**src/rtl/fcc_pkg.sv**
```systemverilog
// Package for the footprint collision checker.
// Grid geometry, fixed-point widths and the controller/datapath interface types.
// No dependencies.
`default_nettype none
package fcc_pkg;
    localparam int ROW_W    = 10;
    localparam int COL_W    = 10;
    localparam int MAX_ROWS = 1 << ROW_W;
    localparam int MAX_COLS = 1 << COL_W;
    localparam int ADDR_W   = ROW_W + COL_W;
    localparam int MAP_DEPTH = MAX_ROWS * MAX_COLS;
    localparam int CELL_W   = 8;
    localparam int CFG_W    = 16;
    localparam int CFG_IDX_W = 3;
    localparam int LOC_W    = 18;   // footprint loop coordinate, with headroom for one step
    localparam int PROD_W   = LOC_W + 16;
    localparam int SUM_W    = 37;
    localparam int FRAC_W   = 22;
    localparam int CIDX_W   = SUM_W - FRAC_W;
    localparam int MIN_STEP = 16;

    localparam logic [CFG_IDX_W-1:0] REG_MIN_X  = 3'd0;
    localparam logic [CFG_IDX_W-1:0] REG_MAX_X  = 3'd1;
    localparam logic [CFG_IDX_W-1:0] REG_MIN_Y  = 3'd2;
    localparam logic [CFG_IDX_W-1:0] REG_MAX_Y  = 3'd3;
    localparam logic [CFG_IDX_W-1:0] REG_STEP   = 3'd4;
    localparam logic [CFG_IDX_W-1:0] REG_THRESH = 3'd5;
    localparam logic [CFG_IDX_W-1:0] REG_WIDTH  = 3'd6;
    localparam logic [CFG_IDX_W-1:0] REG_HEIGHT = 3'd7;

    typedef struct packed {
        logic wr;    // store a map cell
        logic load;  // capture pose, restart footprint walk
        logic mul;   // form the rotation products
        logic sum;   // add products and pose
        logic adv;   // step to the next footprint sample
    } t_cmd;

    typedef struct packed {
        logic empty; // footprint has no samples
        logic off;   // current sample is off the map
        logic hit;   // read cell is above threshold
        logic last;  // current sample is the final one
    } t_status;
endpackage
`default_nettype wire

```
**src/rtl/fcc_ctrl.sv**
```systemverilog
// Controller: sequences map writes and the per-sample steps of a footprint query.
// Depends on fcc_pkg.
`default_nettype none
module fcc_ctrl (
    input  wire               i_clk,
    input  wire               i_rst_n,
    input  wire               i_start,
    input  wire               i_req_type,
    input  fcc_pkg::t_status  i_status,
    output fcc_pkg::t_cmd     o_cmd,
    output logic              o_busy,
    output logic              o_valid,
    output logic              o_collision,
    output logic              o_was_query
);
    typedef enum logic [2:0] {
        S_IDLE, S_CHECK, S_MUL, S_SUM, S_ADDR, S_CMP
    } t_state;

    t_state r_state;
    logic accept;

    assign o_busy = (r_state != S_IDLE);
    assign accept = i_start && !o_busy;

    always_comb begin
        o_cmd      = '0;
        o_cmd.wr   = accept && !i_req_type;
        o_cmd.load = accept && i_req_type;
        o_cmd.mul  = (r_state == S_MUL);
        o_cmd.sum  = (r_state == S_SUM);
        o_cmd.adv  = (r_state == S_CMP) && !i_status.hit;
    end

    always_ff @(posedge i_clk) begin
        if (!i_rst_n) begin
            r_state     <= S_IDLE;
            o_valid     <= 1'b0;
            o_collision <= 1'b0;
            o_was_query <= 1'b0;
        end else begin
            o_valid <= 1'b0;
            unique case (r_state)
                S_IDLE: begin
                    if (accept && !i_req_type) begin
                        o_valid     <= 1'b1;
                        o_collision <= 1'b0;
                        o_was_query <= 1'b0;
                    end else if (accept) begin
                        r_state <= S_CHECK;
                    end
                end
                S_CHECK: begin
                    if (i_status.empty) begin
                        o_valid     <= 1'b1;
                        o_collision <= 1'b0;
                        o_was_query <= 1'b1;
                        r_state     <= S_IDLE;
                    end else begin
                        r_state <= S_MUL;
                    end
                end
                S_MUL: r_state <= S_SUM;
                S_SUM: r_state <= S_ADDR;
                S_ADDR: begin
                    if (i_status.off) begin
                        o_valid     <= 1'b1;
                        o_collision <= 1'b1;
                        o_was_query <= 1'b1;
                        r_state     <= S_IDLE;
                    end else begin
                        r_state <= S_CMP;
                    end
                end
                S_CMP: begin
                    if (i_status.hit || i_status.last) begin
                        o_valid     <= 1'b1;
                        o_collision <= i_status.hit;
                        o_was_query <= 1'b1;
                        r_state     <= S_IDLE;
                    end else begin
                        r_state <= S_MUL;
                    end
                end
                default: r_state <= S_IDLE;
            endcase
        end
    end
endmodule
`default_nettype wire

```
**config.mk**
```make
export PLATFORM = sky130hd
export DESIGN_NAME = fcc_ctrl
export DESIGN_NICKNAME = d
export VERILOG_FILES = /design/src/rtl/fcc_pkg.sv /design/src/rtl/fcc_ctrl.sv
export SDC_FILE = /design/constraint.sdc
export NUM_CORES = 1
export LEC_CHECK = 0
export BUFFER_PORTS_ARGS = -buffer_cell sky130_fd_sc_hd__buf_2
export CAP_MARGIN = 20
export CORE_AREA = 2 2 39 41
export DETAILED_ROUTE_END_ITERATION = 6
export DIE_AREA = 0 0 41 43
export PLACE_DENSITY = 0.52
export SYNTH_ARGS = -nofsm -noshare
export SYNTH_HDL_FRONTEND = slang
export SYNTH_SLANG_ARGS = --single-unit
```
**constraint.sdc**
```tcl
create_clock -name i_clk -period 1.5 [get_ports i_clk]
set_input_delay 0.225 -clock i_clk [delete_from_list [all_inputs] [get_ports i_clk]]
set_output_delay 0.225 -clock i_clk [all_outputs]
set_load 0.05 [all_outputs]
```
==> qor.yml <==
outcome: "finished, final reports clean"
cp.arrival_ns: 1.18
numCtsBuffers: 3
fmax_mhz: 709.8
groute.usage.overall: 0.1226
yosys-top-cells-area: "dfxtp_1 34%, buf_6 6.3%, nor3_1 4.2%"
gp_congestion: 0.8663
vias: 357
pwr_density_cell_nw_per_um2: 812.2
hold_start: "i_rst_n"
final.period_utilization: 0.9393
p_sw_frac: 0.3079
met2WireLength_um: 399
maxCapViolCount: 0
wl_per_cell_um: 11.39
htree_levels: 1
synth-seq-area-share: 0.3380
io_pins: 17
grt_pass1_vias: 326
switchingPower_uw: 132.7
drt-total-wl_um: 854
ys_ff_latch: 6
area_growth_pct: 49.30
seq_power_share: 0.401
power_frac_comb: 0.267
setup_tns_ns: 0
clock_path_buffers: 2
die_y_um: 43
wl_met1_um: 409
cts-hold-fix-buffers: 0
clock_latency_ns: 0.24
die_x_um: 41
min-delay-path-class: "input port to register"
yosys.area.top_type: "dfxtp_1"
fillers: 148
synth.avg_cell_area_um2: 9.111
worstSetupPathType: "register to output pin"
layout.nets: 69
cts_tree: "done"
drive_gt1_frac: 0.5254
crit_slowest_cell: "dfxtp_1"
port_buffers: 16
rsz0062_at_grt: "false"
clock_sinks: 6
worst-path-buf-inv: 2
post-route-util: 0.3834
gr-total-overflow: 0
synthesis.area_um2: 355.3
min_period_ns: 1.409
antenna_found_initial: 0
critPathLaunchType: "register"
yosysUniqueCellTypes: 24
drc_errors: 0
row_count: 14
finClkSkew_ns: 0.001986
top_layer: "met4"
drt.antenna.violating_nets: 0
initial_core_util: 0.2568
pwr-share-clk: 0.332
crit_chain: "buf_4 -> nor3b_4 -> buf_6"
yosysWarnings: 0
synth_nets: 47
setup_viol: 0
drtPass1Iterations: 2
synth_cells: 39
cp.required_ns: 1.27
crit_family: "flip-flops"
grt_start_max_net_pins: 11
die_area_um2: 1763
clkTransAtPathRegs_ns: 0.04
drt-initial-drc-count: 3
drv_slew: 0
max-vdd-ir-drop_mv: 0.4931
place_hpwl_um: 649.1
coreArea_um2: 1384
worstReg2RegStart: "r_state[0]"
slew_headroom: 0.7275
num_antenna_cells: 0
clockRootBuffer: "clkbuf_4"
startpoint: "r_state[0]"
dr_wl_met3_um: 31
cp_max_fo: 10
synth_top_area_frac: 0.3380
reg2reg_slack_ns: 0.23
internal-power_uw: 298.2
p_leak_uw: 0.0002581
viasPerCell: 4.760
final_cell_mix: "11 x buf_2, 4 x inv_1, 4 x clkbuf_4, 4 x dfxtp_1, 4 x buf_4"
hold_viol_final: 0
timing.critical_path.to_type: "output pin"
layout_commonest_cell: "buf_2"
grt_pass1_wl_um: 1421
slowest_delay_ns: 0.36
tightest_slew_ns: 0.4063
[logic make-up (layout without fill, tap and decap cells)]
logic type | Yosys count | in the layout | share of synthesized area
and+or+nand+nor | 15 | 15 | 0.2711
muxes | 1 | 1 | 0.02817
buffers and inverters | 6 | 26 | 0.1056
DFF | 6 | 6 | 0.3380
AOI/OAI and AO/OA | 11 | 11 | 0.2570
[what timing repair did]
action,in CTS,in global routing
setup endpoints to repair,4,5
gates resized for setup,4,8
buffers inserted,0,1
pin swaps,0,1
[sequential cells by signal, summed over array words and instances, names as in the netlist]
signal,cells
o_collision,1
o_valid,1
o_was_query,1
r_state,3
[worst paths after layout]
check	end	cells past startpoint
setup / recovery	o_cmd[1]	3
hold / removal	r_state[1]	2
hold reg to reg	o_collision	2
setup reg to reg	o_collision	3
[metal layers]
layer  vias to the layer above  global-route usage
li1                        188                   -
met3                         2             0.04712
met1                       160              0.1677
met2                         7              0.1531
met5                         -                   0
met4                         0             0.08000
[layout make-up]
cell class,count,area (um^2),share of cell area
multi-input cells,27,224.0,0.4222
inverters,4,15.01,0.02830
flip-flops and latches,6,122.6,0.2311
well taps,16,20.02,0.03774
clock buffers,3,22.52,0.04245
repair buffers,19,126.4,0.2382
[stage by stage]
stage | cells | worst slack, ns | total power [uW] | cell area [um^2] | hold slack, ns
2_1_floorplan | 39 | 0.04334 | 253.5 | 370.4 | 0.3425
3_3_place_gp | 71 | 0.2210 | 284.1 | 462.9 | 0.4707
3_5_place_dp | 71 | 0.2298 | 283.8 | 462.9 | 0.4589
4_1_cts | 74 | 0.01696 | 435.8 | 495.5 | 0.2726
5_1_grt | 75 | 0.005804 | 458.3 | 530.5 | 0.2731
6_report | 75 | 0.09111 | 430.9 | 530.5 | 0.2731
[cells in the mapped netlist]
cell      instances
a211oi_1          1
dfxtp_1           6
o21a_1            2
nand3_1           1
nand2_1           2
nand3b_1          1
nor3b_1           2
o311a_1           1
buf_6             2
nor3_1            3
a211oi_2          1
a21oi_1           1
o21ai_0           1
and3b_1           1
o211a_1           1
inv_1             4
nand2b_4          1
o22ai_1           1
or3b_1            1
nor2_1            2
and3_2            1
o32ai_1           1
o2111a_1          1
mux2i_1           1
[power by group through the flow]
stage	sequential [uW]	combinational [uW]	clock [uW]
2_1_floorplan	189	64.9	0
3_3_place_gp	175	110	0
3_5_place_dp	174	109	0
4_1_cts	172	112	152
5_1_grt	173	124	162
6_report	173	115	143
No activity file was read; power rests on OpenSTA's default activity.
